<file path="config.mk">
export PLATFORM = sky130hd
export DESIGN_NAME = class_run_singleton_marker_unit
export DESIGN_NICKNAME = d
export VERILOG_FILES = /design/src/rtl/csm_pkg.sv /design/src/rtl/csm_front.sv /design/src/rtl/csm_queue.sv /design/src/rtl/csm_back.sv /design/src/rtl/class_run_singleton_marker_unit.sv
export SDC_FILE = /design/constraint.sdc
export NUM_CORES = 1
export LEC_CHECK = 0
export BUFFER_PORTS_ARGS = -buffer_cell sky130_fd_sc_hd__clkbuf_2
export CORE_ASPECT_RATIO = 0.6
export CORE_UTILIZATION = 35
export CTS_CLUSTER_DIAMETER = 100
export DETAILED_ROUTE_END_ITERATION = 8
export SYNTH_ARGS = -nofsm -noshare
export SYNTH_HDL_FRONTEND = slang
export SYNTH_SLANG_ARGS = --single-unit
export TNS_END_PERCENT = 100
</file>
<file path="constraint.sdc">
create_clock -name clock -period 16.8 [get_ports clock]
set_clock_uncertainty 0.2 [all_clocks]
set_input_delay 1.68 -clock clock [delete_from_list [all_inputs] [get_ports clock]]
set_output_delay 1.68 -clock clock [all_outputs]
set_load 0.02 [all_outputs]
</file>
<file path="src/rtl/csm_pkg.sv">
package csm_pkg;

   // Width of the class id as compared and stored.
   localparam int CLASS_BITS = 32;

   // Fixed field widths on the ports.
   localparam int ID_BITS   = 32;
   localparam int TYPE_BITS = 2;
   localparam int REQ_BITS  = 32;
   localparam int RSP_BITS  = 40;

   // Depth of the queue between the front and the back.
   localparam int QUEUE_DEPTH = 2;
   localparam int QPTR_BITS   = (QUEUE_DEPTH > 1) ? $clog2(QUEUE_DEPTH) : 1;
   localparam int QCNT_BITS   = $clog2(QUEUE_DEPTH + 1);

   // Entry type codes.
   localparam logic [TYPE_BITS-1:0] T_SINGLE    = 2'd0;
   localparam logic [TYPE_BITS-1:0] T_CLUSTER   = 2'd1;
   localparam logic [TYPE_BITS-1:0] T_BRIDGED   = 2'd2;
   localparam logic [TYPE_BITS-1:0] T_CROSSOVER = 2'd3;

   typedef logic [3:0][CLASS_BITS-1:0] cls_win_type;
   typedef logic [3:0][TYPE_BITS-1:0]  typ_win_type;

   // One queue entry: up to four finalized entries, oldest in slot 0.
   typedef struct packed {
      logic        run_end;
      logic [1:0]  last_idx;
      cls_win_type cls;
      typ_win_type typ;
   } bundle_type;

   // Push side of the queue.
   typedef struct packed {
      logic       valid;
      bundle_type data;
   } push_type;

   // Pattern scan at window position k with m entries held.
   function automatic typ_win_type csm_scan(cls_win_type cls, typ_win_type typ,
                                             logic [1:0] k, logic [2:0] m);
      typ_win_type t;
      logic [1:0]  k1;
      logic [1:0]  k2;
      logic [1:0]  k3;
      logic [2:0]  kx;
      t  = typ;
      k1 = k + 2'd1;
      k2 = k + 2'd2;
      k3 = k + 2'd3;
      kx = {1'b0, k};
      if ((kx + 3'd1 < m) && (k != 2'd3)) begin
         if (cls[k] == cls[k1]) begin
            t[k]  = T_CLUSTER;
            t[k1] = T_CLUSTER;
         end else if ((kx + 3'd2 < m) && (cls[k] == cls[k2])) begin
            if ((t[k1] == T_BRIDGED) || (t[k1] == T_CROSSOVER)) begin
               // chained bridge
               t[k]  = T_CROSSOVER;
               t[k1] = T_CROSSOVER;
               t[k2] = T_CROSSOVER;
            end else if ((kx + 3'd3 < m) && (t[k] != T_CLUSTER) &&
                         (cls[k1] == cls[k3])) begin
               // A-B-A-B
               t[k]  = T_CROSSOVER;
               t[k1] = T_CROSSOVER;
               t[k2] = T_CROSSOVER;
               t[k3] = T_CROSSOVER;
            end else begin
               if ((t[k] != T_CLUSTER) && (t[k] != T_CROSSOVER)) begin
                  t[k] = T_BRIDGED;
               end
               t[k2] = T_BRIDGED;
            end
         end
      end
      return t;
   endfunction

endpackage

</file>
<file path="src/rtl/csm_front.sv">
module csm_front (
   input  logic                      clock,
   input  logic                      reset,
   input  logic                      accept,
   input  logic [csm_pkg::ID_BITS-1:0] class_id,
   input  logic                      last,
   output csm_pkg::push_type         push
);
   import csm_pkg::*;

   cls_win_type cls_ff, cls_in;
   typ_win_type typ_ff, typ_in;
   logic [1:0]  fill_ff, fill_in;

   cls_win_type w_cls;
   typ_win_type w_typ;
   typ_win_type typ_s0;
   typ_win_type typ_s1;
   typ_win_type typ_s2;
   logic [2:0]  m;
   logic [63:0] id_wide;

   always_comb begin
      m       = {1'b0, fill_ff} + 3'd1;
      id_wide = 64'(class_id);
      w_cls   = cls_ff;
      w_typ   = typ_ff;
      w_cls[fill_ff] = id_wide[CLASS_BITS-1:0];
      w_typ[fill_ff] = T_SINGLE;

      // Scans run in window order; each sees the labels left by the one before.
      typ_s0 = csm_scan(w_cls, w_typ, 2'd0, m);
      typ_s1 = csm_scan(w_cls, typ_s0, 2'd1, m);
      typ_s2 = csm_scan(w_cls, typ_s1, 2'd2, m);

      push.valid         = accept && (last || (m == 3'd4));
      push.data.run_end  = last;
      push.data.last_idx = last ? fill_ff : 2'd0;
      push.data.cls      = w_cls;
      push.data.typ      = last ? typ_s2 : typ_s0;

      cls_in  = cls_ff;
      typ_in  = typ_ff;
      fill_in = fill_ff;
      if (accept) begin
         if (last) begin
            cls_in  = '0;
            typ_in  = '0;
            fill_in = 2'd0;
         end else if (m == 3'd4) begin
            // drop the oldest entry, advance the window
            cls_in  = {{CLASS_BITS{1'b0}}, w_cls[3], w_cls[2], w_cls[1]};
            typ_in  = {T_SINGLE, typ_s0[3], typ_s0[2], typ_s0[1]};
            fill_in = 2'd3;
         end else begin
            cls_in  = w_cls;
            typ_in  = w_typ;
            fill_in = m[1:0];
         end
      end
   end

   always_ff @(posedge clock) begin
      if (reset) begin
         cls_ff  <= '0;
         typ_ff  <= '0;
         fill_ff <= 2'd0;
      end else begin
         cls_ff  <= cls_in;
         typ_ff  <= typ_in;
         fill_ff <= fill_in;
      end
   end

endmodule

</file>
<file path="src/rtl/csm_queue.sv">
module csm_queue (
   input  logic                  clock,
   input  logic                  reset,
   input  csm_pkg::push_type     push,
   output logic                  full,
   output logic                  head_valid,
   output csm_pkg::bundle_type   head,
   input  logic                  pop
);
   import csm_pkg::*;

   bundle_type           mem_ff [QUEUE_DEPTH];
   logic [QPTR_BITS-1:0] wr_ptr_ff, wr_ptr_in;
   logic [QPTR_BITS-1:0] rd_ptr_ff, rd_ptr_in;
   logic [QCNT_BITS-1:0] count_ff, count_in;
   logic                 do_push;
   logic                 do_pop;

   assign full       = (count_ff == QCNT_BITS'(QUEUE_DEPTH));
   assign head_valid = (count_ff != '0);
   assign head       = mem_ff[rd_ptr_ff];
   assign do_push    = push.valid && !full;
   assign do_pop     = pop && head_valid;

   always_comb begin
      wr_ptr_in = wr_ptr_ff;
      rd_ptr_in = rd_ptr_ff;
      count_in  = count_ff;
      if (do_push) begin
         wr_ptr_in = (wr_ptr_ff == QPTR_BITS'(QUEUE_DEPTH - 1)) ? '0 : wr_ptr_ff + 1'b1;
      end
      if (do_pop) begin
         rd_ptr_in = (rd_ptr_ff == QPTR_BITS'(QUEUE_DEPTH - 1)) ? '0 : rd_ptr_ff + 1'b1;
      end
      if (do_push && !do_pop) begin
         count_in = count_ff + 1'b1;
      end else if (do_pop && !do_push) begin
         count_in = count_ff - 1'b1;
      end
   end

   always_ff @(posedge clock) begin
      if (do_push) begin
         mem_ff[wr_ptr_ff] <= push.data;
      end
   end

   always_ff @(posedge clock) begin
      if (reset) begin
         wr_ptr_ff <= '0;
         rd_ptr_ff <= '0;
         count_ff  <= '0;
      end else begin
         wr_ptr_ff <= wr_ptr_in;
         rd_ptr_ff <= rd_ptr_in;
         count_ff  <= count_in;
      end
   end

endmodule

</file>
<file path="src/rtl/csm_back.sv">
module csm_back (
   input  logic                         clock,
   input  logic                         reset,
   input  logic                         head_valid,
   input  csm_pkg::bundle_type          head,
   output logic                         pop,
   output logic                         rsp_tvalid,
   input  logic                         rsp_tready,
   output logic [csm_pkg::RSP_BITS-1:0] rsp_tdata,
   output logic                         rsp_tlast
);
   import csm_pkg::*;

   logic [1:0]           idx_ff, idx_in;
   logic [63:0]          cls_wide;
   logic [TYPE_BITS-1:0] ty;
   logic                 keep;
   logic                 at_end;
   logic                 xfer;

   always_comb begin
      cls_wide   = 64'(head.cls[idx_ff]);
      ty         = head.typ[idx_ff];
      keep       = (ty == T_CLUSTER) || (ty == T_BRIDGED);
      at_end     = (idx_ff == head.last_idx);
      rsp_tvalid = head_valid;
      rsp_tdata  = {5'd0, keep, ty, cls_wide[ID_BITS-1:0]};
      rsp_tlast  = head.run_end && at_end;
      xfer       = rsp_tvalid && rsp_tready;
      pop        = xfer && at_end;
      idx_in     = idx_ff;
      if (xfer) begin
         idx_in = at_end ? 2'd0 : idx_ff + 2'd1;
      end
   end

   always_ff @(posedge clock) begin
      if (reset) begin
         idx_ff <= 2'd0;
      end else begin
         idx_ff <= idx_in;
      end
   end

endmodule

</file>
<file path="src/rtl/class_run_singleton_marker_unit.sv">
// Channel | Dir | Signals                         | Payload
// req     | in  | req_tvalid/tready/tdata/tlast   | class_id, last entry of run on tlast
// rsp     | out | rsp_tvalid/tready/tdata/tlast   | entry_class, entry_type, keep; run_end on tlast
//
// One entry is taken per cycle while the queue is not full; in steady state each accepted
// entry yields one transfer on rsp, so the block sustains one item per cycle when neither side stalls.
// The last entry of a run releases up to four results, one per cycle while rsp is ready; the back
// part serializes them, and the front stalls only once its two-deep queue is full.
// Reset (synchronous, active high) clears the window, the labels and the queue.
// Either side may stall independently; the queue between them holds the results.
module class_run_singleton_marker_unit (
   input  logic                         clock,
   input  logic                         reset,
   input  logic                         req_tvalid,
   output logic                         req_tready,
   input  logic [csm_pkg::REQ_BITS-1:0] req_tdata,   // [31:0] class_id
   input  logic                         req_tlast,   // last entry of the run
   output logic                         rsp_tvalid,
   input  logic                         rsp_tready,
   output logic [csm_pkg::RSP_BITS-1:0] rsp_tdata,   // [31:0] entry_class, [33:32] entry_type,
                                                     // [34] keep, [39:35] zero
   output logic                         rsp_tlast    // run_end
);
   import csm_pkg::*;

   push_type   push;
   bundle_type head;
   logic       full;
   logic       head_valid;
   logic       pop;
   logic       accept;

   // Take a new entry whenever the queue has room for what it may release.
   assign req_tready = !full;
   assign accept     = req_tvalid && req_tready;

   // Front: hold the look-ahead window, scan it, and finalize entries.
   csm_front u_front (
      .clock    (clock),
      .reset    (reset),
      .accept   (accept),
      .class_id (req_tdata[ID_BITS-1:0]),
      .last     (req_tlast),
      .push     (push)
   );

   // Queue: decouple the front from result stalls.
   csm_queue u_queue (
      .clock      (clock),
      .reset      (reset),
      .push       (push),
      .full       (full),
      .head_valid (head_valid),
      .head       (head),
      .pop        (pop)
   );

   // Back: emit the finalized entries of each queue slot in order.
   csm_back u_back (
      .clock      (clock),
      .reset      (reset),
      .head_valid (head_valid),
      .head       (head),
      .pop        (pop),
      .rsp_tvalid (rsp_tvalid),
      .rsp_tready (rsp_tready),
      .rsp_tdata  (rsp_tdata),
      .rsp_tlast  (rsp_tlast)
   );

endmodule
</file>
==> results_dict.tcl, run 1 <==
set metrics [dict create \
    cts_tree "done" \
    fin_crit_ns 5.62 \
    clk_pin_slew_ns 0.07 \
    overflow 0 \
    synth_top_family_by_area "multiplexers" \
    multi_input_area_mm2 0.0105 \
    final_area_mm2 0.0251 \
    endpoint_kind "flop" \
    nets 2001 \
    fillers 6156 \
    synth_common_cells "edfxtp_1 (278), nand2_1 (160), xnor2_1 (149), dfxtp_1 (145), clkbuf_1 (137)" \
    cts_resized 0 \
    vdd_drop_max_mv 0.0841 \
    grt_max_degree 70 \
    yosys_warnings 0 \
    fp-row-count 72 \
    gp_congestion 1.04 \
    clockBufferDepth 3 \
    synthArstFlopShare_pct 0 \
    start_kind "flop" \
    tightestPinTransition_ns 1.25 \
    initial_core_util_pct 35.4 \
    die_area_mm2 0.0664 \
    cellLeakagePower_nw 8.80 \
    grt_pass1_vias 16000 \
    cts_buffers 43 \
    portBuffers 74 \
    netlist.area_leader.share_pct 36.5 \
    ant_nets 0 \
    synth-xor-area-share_pct 9.04 \
    clk_latency_ns 0.59 \
    critPathRequiredTime_ns 16.88 \
    hpwl_um 58300 \
    area_growth_pct 9.88 \
    arrival_ns 5.70 \
    track_usage_pct 24.5 \
    synth-seq-cells 423 \
    seqCellArea_mm2 0.0113 \
    antenna_found_initial 4 \
    period_share_pct 33.5 \
    numClockSinks 423 \
    firstDrtPassIters 9 \
    synth_fa_ha_area_share_pct 0.0547 \
    cts-root-buf "clkbuf_16" \
    grt_pass1_wl_um 118000 \
    synthFlopType "edfxtp_1" \
    pwr_density_cell_mw_per_mm2 102 \
    ys_seq_area_share_pct 49.2 \
    vias 16800 \
    synth-compound-area-share_pct 9.04 \
    routed_via_density 5.88 \
    synthTopCellsByArea "edfxtp_1 (37%), dfxtp_1 (13%), mux4_2 (6.7%)" \
    drt_iter0_markers 2196 \
    wl_um 82100 \
    dpl_cell_area_mm2 0.0237 \
    synth_edf_count 278 \
    ioPinCount 80 \
    synth-simple-area-share_pct 10.1 \
    die_w_um 332 \
    worstPathMaxFanout 39 \
    wire_per_inst_um 28.8 \
    hold_viol 0 \
    failed_checks "DRC" \
    finalSetupTns_ns 0 \
    syn_inst 2015 \
    drive_gt1_share_pct 19.1 \
    outcome "finished, violations left" \
    fin_hold_ws_ns 0.267 \
    avgSynthCellArea_um2 11.3 \
    fp.dieH_um 200 \
    core_mm2 0.0645 \
    critPathKind "reg -> reg" \
    worst_slack_ns 11.18 \
    pre_cts_slack_ns 11.41 \
    setup_viol 0 \
    max_freq_mhz 178 \
    synthMostInstantiatedCell "edfxtp_1" \
    drc 1 \
    grt_setup_unrepaired "no" \
    yosysTopAreaCell "edfxtp_1" \
    h-tree-depth 2 \
    slew-limit-headroom_pct 16.1 \
    hold_class "reg -> reg" \
    cts_setup_buffers 0 \
    synthMuxAreaShare_pct 17.5 \
    drv_cap 0 \
    yosysUniqueCellTypes 75 \
    maxSlewViolCount 0 \
    syn-cell-area_mm2 0.0229 \
    cts_hold_buf 0 \
]
## through the flow
stage / power, mW / std cells / util (%)
2_1_floorplan: 1.47 / 2019 / -
3_3_place_gp: 1.60 / 2769 / 36.7
3_5_place_dp: 1.60 / 2769 / 36.7
4_1_cts: 2.58 / 2849 / 38.9
5_1_grt: 2.65 / 2850 / 38.9
6_report: 2.57 / 2850 / 38.9
## registers in the layout, indices dropped and copies added, names as in the netlist, named ones only
register / cells
u_front.typ_ff: 8
u_back.idx_ff: 2
u_front.fill_ff: 2
u_queue.count_ff: 2
u_front.cls_ff: 128
u_queue.mem_ff: 278
u_queue.rd_ptr_ff: 1
u_queue.wr_ptr_ff: 1
## critical path: stages (launching register included)
cell,delay (ns)
dfxtp_4,0.64
buf_4,0.55
buf_4,0.57
nor2b_4,0.47
buf_4,0.53
mux2i_1,0.63
xor2_1,0.14
nor4_1,0.23
nand4_1,0.23
a211oi_2,0.59
mux2_4,0.31
nand4_1,0.12
## final timing paths
path	depth (start not counted)	start	to	slack, ns
hold / removal	1	u_front.typ_ff[7]$_SDFFE_PP0P_	u_front.typ_ff[7]$_SDFFE_PP0P_	0.27
hold reg to reg	1	u_front.typ_ff[7]$_SDFFE_PP0P_	u_front.typ_ff[7]$_SDFFE_PP0P_	0.27
setup reg to reg	11	u_front.fill_ff[1]$_SDFFE_PP0P_	u_queue.mem_ff[0][4]$_DFFE_PP_	11.18
setup / recovery	11	u_front.fill_ff[1]$_SDFFE_PP0P_	u_queue.mem_ff[0][4]$_DFFE_PP_	11.18
## final cells by class
cell class / count / share of cell area (%)
clock buffers: 56 / 4.64
multi-input cells: 1327 / 42.0
repair buffers: 101 / 2.29
well taps: 851 / 4.24
inverters: 67 / 1.00
diodes: 1 / 0.00997
clock inverters: 24 / 0.957
flip-flops and latches: 423 / 44.9
## cell families after synthesis
group	after synthesis
AO/OA/AOI/OAI	301
adder cells (fa/ha/maj)	1
AND/OR/NAND/NOR	484
other	1
flip-flops	423
multiplexers	300
XOR/XNOR	236
buffers and inverters	269
## placed cells by master, fill, tap and decap left out, drive strengths merged, types with 3 or more instances in the layout
master      n
clkinv     16
xnor2     149
xor2       87
nor4       22
or2         3
nor2      130
a222oi      3
inv        68
o31ai       5
mux2i     116
nand2b     13
nand3b     13
o2111ai     5
conb        5
nor2b       7
edfxtp    278
nand4      38
a211oi      5
a22oi     102
o21ai      58
o221ai     10
clkbuf    129
o22ai      19
dfxtp     145
a31oi      12
clkinvlp    3
nand2     160
mux4       68
and2       44
nor3       19
mux2      116
o211ai     12
nand3      20
a21oi      38
a221oi      5
buf        28
bufinv      4
or4         4
## layer usage
layer / global-route usage (%) / wire length (um) / up-vias
met5: 0 / 23 / -
met4: 4.58 / 1270 / 4
li1: - / - / 7218
met1: 37.4 / 39200 / 8594
met3: 7.17 / 8860 / 99
met2: 34.0 / 32700 / 855
## where the power goes
group / internal (mW) / leakage, nW / switching (mW)
clock network: 0.555 / 0.682 / 0.428
logic: 0.143 / 4.30 / 0.255
registers: 1.15 / 3.82 / 0.0378
total: 1.85 / 8.80 / 0.721
Power figures use the tool's default switching activity.
==> run 2, diff against run 1 <==
==> constraint.sdc (replaced) <==
create_clock -name clock -period 4.7 [get_ports clock]
set_clock_uncertainty 0.2 [all_clocks]
set_input_delay 0.47 -clock clock [delete_from_list [all_inputs] [get_ports clock]]
set_output_delay 0.47 -clock clock [all_outputs]
set_load 0.02 [all_outputs]
==> results_dict.tcl, run 2 (synthesized netlist as in run 1, its figures left out) <==
set metrics [dict create \
    firstDrtPassIters 6 \
    pwr_density_cell_mw_per_mm2 361 \
    drv_cap 0 \
    grtUsageMet2_pct 35.8 \
    switching_share_pct 28.5 \
    met3_usage_pct 6.19 \
    seq_power_share_pct 45.7 \
    worst_slack_ns 0.746 \
    endpoint_kind "flop" \
    final_cells 2913 \
    wl_um 87100 \
    initial_core_util_pct 35.4 \
    dp_cells 2833 \
    vdd_drop_max_mv 0.224 \
    final_common_cell "edfxtp_1" \
    antenna_cells 0 \
    hold_viol 0 \
    routed_via_density 5.79 \
    grt_pass1_wl_um 124000 \
    busiest_layer "met1" \
    drc 0 \
    gp_congestion 1.03 \
    slew-limit-headroom_pct 21.1 \
    arrival_ns 4.06 \
    numClockSinks 423 \
    largest_reg_flops 278 \
    period_share_pct 84.1 \
    ioPinCount 80 \
    setup_viol 0 \
    drt_iter0_markers 2104 \
    clk_pin_slew_ns 0.07 \
    grt_setup_unrepaired "no" \
    power_mw 9.31 \
    track_usage_pct 26.2 \
    final_cell_mix "edfxtp_1 (278), nand2_1 (158), xnor2_1 (149)" \
    vias 16900 \
    area_growth_pct 12.8 \
    cts-root-buf "clkbuf_16" \
    die_w_um 332 \
    grt_util_met1_pct 41.8 \
    clockBufferDepth 3 \
    pre_cts_slack_ns 0.784 \
    final_area_mm2 0.0258 \
    critPathRequiredTime_ns 4.80 \
    grt_max_degree 66 \
    start_kind "flop" \
    fp.dieH_um 200 \
    die_area_mm2 0.0664 \
    fin_hold_ws_ns 0.0698 \
    antenna_found_initial 3 \
    outcome "complete, no violations" \
    clk_latency_ns 0.60 \
    cts_buffers 43 \
    ant_nets 0 \
    p_clk_share_pct 38.2 \
    comb_power_share_pct 16.1 \
    max_freq_mhz 253 \
    hold_class "in -> reg" \
    hpwl_um 65100 \
    p_sw_mw 2.65 \
    cts_setup_buffers 0 \
    portBuffers 74 \
    overflow 0 \
    nets 2065 \
    grt_pass1_vias 16000 \
    drive_gt1_share_pct 21.9 \
    cts_hold_buf 0 \
    largest_register "u_queue.mem_ff" \
    critPathKind "reg -> reg" \
    cts_tree "done" \
    h-tree-depth 2 \
    fp-row-count 72 \
    cts_resized 0 \
    fin_crit_ns 3.95 \
    reg_top3 "u_queue.mem_ff x278, u_front.cls_ff x128, u_front.typ_ff x8" \
    tightestPinTransition_ns 1.18 \
    dpl_cell_area_mm2 0.0244 \
    cellLeakagePower_nw 9.17 \
    internal-power_mw 6.66 \
    core_mm2 0.0645 \
    wire_per_inst_um 29.9 \
    worstPathMaxFanout 19 \
    maxSlewViolCount 0 \
]
run 2: cell types whose count changed in the layout (fill, tap and decap cells not counted), sizes merged:
| cell | previous run | this run |
|---|---|---|
| buf | 28 | 92 |
| clkbuf | 129 | 128 |
| clkinv | 16 | 14 |
| diode | 1 | 0 |
| inv | 68 | 71 |
run 2: final cells by class:
class,count,area (um2)
clock buffer,55,1150
clock inverter,25,268
fill,6183,38700
inverter,67,251
multi-input combinational,1327,10600
sequential,423,11300
tap,851,1060
timing repair buffer,165,1220
run 2: worst max-delay path: stages, from the launching register on:
cell and delay (ns):
dfxtp_4 0.54, nor2b_4 0.63, buf_4 0.29, mux2i_1 0.34, xnor2_1 0.29, buf_4 0.21
nand4_1 0.09, nor4b_1 0.37, nand4_1 0.18, buf_4 0.20, a22oi_1 0.20, a31oi_1 0.13
run 2: final timing paths:
path / startpoint / endpoint / slack [ns] / depth (start not counted)
worst max-delay path: u_front.fill_ff[0]$_SDFFE_PP0P_ / u_queue.mem_ff[0][6]$_DFFE_PP_ / 0.75 / 11
worst min-delay path: rsp_tready / u_back.idx_ff[0]$_SDFFE_PP0P_ / 0.07 / 4
worst max register to register: u_front.fill_ff[0]$_SDFFE_PP0P_ / u_queue.mem_ff[0][6]$_DFFE_PP_ / 0.75 / 11
worst min register to register: u_front.typ_ff[3]$_SDFFE_PP0P_ / u_front.typ_ff[3]$_SDFFE_PP0P_ / 0.25 / 2
run 2: metrics by stage:
| stage | utilization [%] | setup TNS (ns) |
|---|---|---|
| after detailed placement | 37.8 | 0 |
| after global routing | 40.0 | 0 |
| final | 40.0 | 0 |
| after floorplan | - | -53.94 |
| after global placement | 37.8 | 0 |
| after CTS | 40.0 | 0 |
run 2: power by group through the flow:
| stage | combinational [mW] | clock [mW] | sequential (mW) |
|---|---|---|---|
| 2_1_floorplan | 0.990 | 0 | 4.25 |
| 3_3_place_gp | 1.47 | 0 | 4.33 |
| 3_5_place_dp | 1.48 | 0 | 4.34 |
| 4_1_cts | 1.48 | 3.65 | 4.26 |
| 5_1_grt | 1.58 | 3.78 | 4.27 |
| 6_report | 1.50 | 3.56 | 4.26 |
run 2: routing by layer:
layer	vias up	routed length, um
met5	-	0
met4	0	996
met3	71	8540
met2	793	34300
met1	8637	43200
li1	7358	-
==> run 3, diff against run 2 <==
--- a/config.mk
+++ b/config.mk
@@ -5,6 +5,7 @@
 export SDC_FILE = /design/constraint.sdc
 export NUM_CORES = 1
 export LEC_CHECK = 0
+export ABC_AREA = 1
 export BUFFER_PORTS_ARGS = -buffer_cell sky130_fd_sc_hd__clkbuf_2
 export CORE_ASPECT_RATIO = 0.6
 export CORE_UTILIZATION = 35
==> constraint.sdc (replaced) <==
create_clock -name clock -period 3.2 [get_ports clock]
set_clock_uncertainty 0.2 [all_clocks]
set_input_delay 0.32 -clock clock [delete_from_list [all_inputs] [get_ports clock]]
set_output_delay 0.32 -clock clock [all_outputs]
set_load 0.02 [all_outputs]
==> results_dict.tcl, run 3 <==
set metrics [dict create \
    outcome "complete, no violations" \
    final_common_cell "nand2_1" \
    nets 2884 \
    cts_tree "done" \
    pre_cts_slack_ns -0.0806 \
    clockBufferDepth 3 \
    wire_per_inst_um 22.6 \
    portBuffers 74 \
    critPathRequiredTime_ns 3.33 \
    ys_seq_area_share_pct 51.8 \
    final_cell_mix "nand2_1 (698), nor2_1 (322), edfxtp_1 (278)" \
    worst_slack_ns 0.0779 \
    fp.dieH_um 195 \
    synth_common_cells "nand2_1 (705), nor2_1 (336), edfxtp_1 (278), o21ai_0 (219), inv_1 (198)" \
    routed_via_density 5.31 \
    hp-start "req_tdata[25]" \
    fin_crit_ns 3.12 \
    tightestPinTransition_ns 0.963 \
    fin_hold_ws_ns 0.00948 \
    numClockSinks 423 \
    drt-met1-wl_um 42000 \
    ant_nets 0 \
    track_usage_pct 25.9 \
    clk_latency_ns 0.58 \
    area_growth_pct 20.9 \
    wl_met3_um 9650 \
    drc 0 \
    synthFlopType "edfxtp_1" \
    slew-limit-headroom_pct 35.8 \
    firstDrtPassIters 6 \
    overflow 0 \
    critPathKind "reg -> reg" \
    max_freq_mhz 320 \
    reg_top3 "u_queue.mem_ff x278, u_front.cls_ff x128, u_front.typ_ff x8" \
    die_area_mm2 0.0631 \
    regToRegEndpoint "u_queue.mem_ff[1][5]$_DFFE_PP_" \
    yosys_warnings 0 \
    largest_register "u_queue.mem_ff" \
    drv_cap 0 \
    cp_cell_sequence "buf_4 -> inv_4 -> nand2_8 -> clkbuf_16 -> o21ai_4 -> inv_2 -> nand2_1 -> o2111ai_1 -> buf_4 -> nor3_1 -> nand2_1 -> nor2_1 -> nand2_1 -> nand2_1 -> nor2_1" \
    hold_viol 0 \
    drt_iter0_markers 2483 \
    synthArstFlopShare_pct 0 \
    min_to "u_queue.mem_ff[1][65]$_DFFE_PP_" \
    vdd_drop_max_mv 0.443 \
    hold_class "in -> reg" \
    ioPinCount 80 \
    largest_reg_flops 278 \
    slowest_delay_ns 0.37 \
    pwr_density_cell_mw_per_mm2 551 \
    fp-row-count 70 \
    antenna_found_initial 0 \
    syn_inst 2656 \
    synth-seq-cells 423 \
    cpMostUsedCell "nand2_1" \
    cts-root-buf "clkbuf_16" \
    top_layer_used "met4" \
    yosysUniqueCellTypes 49 \
    netlist.area_leader.share_pct 38.4 \
    grt_pass1_vias 17800 \
    synth_edf_count 278 \
    clk_pin_slew_ns 0.06 \
    power_mw 14.5 \
    grt_max_degree 88 \
    core_mm2 0.0611 \
    synthTopCellsByArea "edfxtp_1 (38%), dfxtp_1 (13%), nand2_1 (12%)" \
    avgSynthCellArea_um2 8.18 \
    grt_setup_unrepaired "no" \
    met2_length_um 31100 \
    grt_pass1_wl_um 120000 \
    fin_util_pct 43.0 \
    worstPathMaxFanout 12 \
    gp_congestion 1.00 \
    setup_viol 0 \
    arrival_ns 3.25 \
    period_share_pct 97.6 \
    h-tree-depth 2 \
    wl_um 83900 \
    vias 19700 \
    r2r-start "u_front.fill_ff[0]$_SDFFE_PP0P_" \
    worstRegToRegCells 15 \
    synthMostInstantiatedCell "nand2_1" \
    endpoint_kind "flop" \
    initial_core_util_pct 35.5 \
    die_w_um 324 \
    r2r_setup_slack_ns 0.08 \
    drive_gt1_share_pct 17.0 \
    cp_slowest_cell "dfxtp_4" \
    hpwl_um 60000 \
    cts_buffers 44 \
    maxSlewViolCount 0 \
    syn-cell-area_mm2 0.0217 \
    antenna_cells 0 \
    yosysTopAreaCell "edfxtp_1" \
    start_kind "flop" \
    whs_path_depth 3 \
    cellLeakagePower_nw 10.7 \
]
[run 3: final cells by class]
type                            count  area (um2)
Timing Repair Buffer              296        2550
Clock buffer                       59        1200
Multi-Input combinational cell   1865        9110
Inverter                          216         821
Fill cell                        6134       34900
Clock inverter                     23         299
Sequential cell                   423       11300
Tap cell                          828        1040
[run 3: stage by stage]
step           instances  instance area, um2  TNS (ns)
2_1_floorplan       2660               21800   -140.02
3_3_place_gp        3605               24300    -0.345
3_5_place_dp        3605               24300    -0.454
4_1_cts             3691               25800         0
5_1_grt             3710               26300         0
6_report            3710               26300         0
[run 3: logic make-up after synthesis]
logic type	count (synthesis)	synth area share (%)
other	1	0.0173
buffers and inverters	373	7.55
AO/OA/AOI/OAI	612	16.2
flip-flops	423	51.8
XOR/XNOR	58	2.37
adder cells (fa/ha/maj)	1	0.0576
AND/OR/NAND/NOR	1188	22.1
[run 3: critical path: cells and delay by family (launching register included)]
kind	cells	cell delay, ns
AO/OA/AOI/OAI	2	0.37
buffers and inverters	5	0.77
flip-flops	1	0.37
AND/OR/NAND/NOR	8	1.15
[run 3: metal layers]
metal | GRT usage [%] | vias up
met3 | 7.08 | 74
met1 | 42.2 | 9367
met5 | 0 | -
met4 | 4.32 | 0
met2 | 33.2 | 1006
li1 | - | 9250
[run 3: power by group]
part / leakage [nW] / switching, mW / internal (mW)
clock network: 0.728 / 2.28 / 3.14
registers: 3.85 / 0.0715 / 6.04
logic: 6.14 / 2.03 / 0.922
total: 10.7 / 4.38 / 10.1
[run 3: what timing repair did]
action                                 CTS  global route
endpoints found under the hold margin   10             0
pin swaps                                0            13
resized for setup                        6            53
setup endpoints to repair               18            25
hold buffers                             4             0
buffers inserted                         0            15
cloned                                   0             4
[run 3: worst max path at each step]
| stage | from | end | depth (start not counted) |
|---|---|---|---|
| final | u_front.fill_ff[0]$_SDFFE_PP0P_ | u_queue.mem_ff[1][5]$_DFFE_PP_ | 15 |
| after detailed placement | u_front.fill_ff[0]$_SDFFE_PP0P_ | u_queue.mem_ff[1][3]$_DFFE_PP_ | 15 |
| after global routing | u_front.fill_ff[1]$_SDFFE_PP0P_ | u_queue.mem_ff[0][3]$_DFFE_PP_ | 21 |
| after floorplan | u_front.fill_ff[1]$_SDFFE_PP0P_ | u_queue.mem_ff[1][0]$_DFFE_PP_ | 6 |
| after CTS | u_front.fill_ff[0]$_SDFFE_PP0P_ | u_queue.mem_ff[0][3]$_DFFE_PP_ | 17 |
| after global placement | u_front.fill_ff[0]$_SDFFE_PP0P_ | u_queue.mem_ff[0][3]$_DFFE_PP_ | 15 |
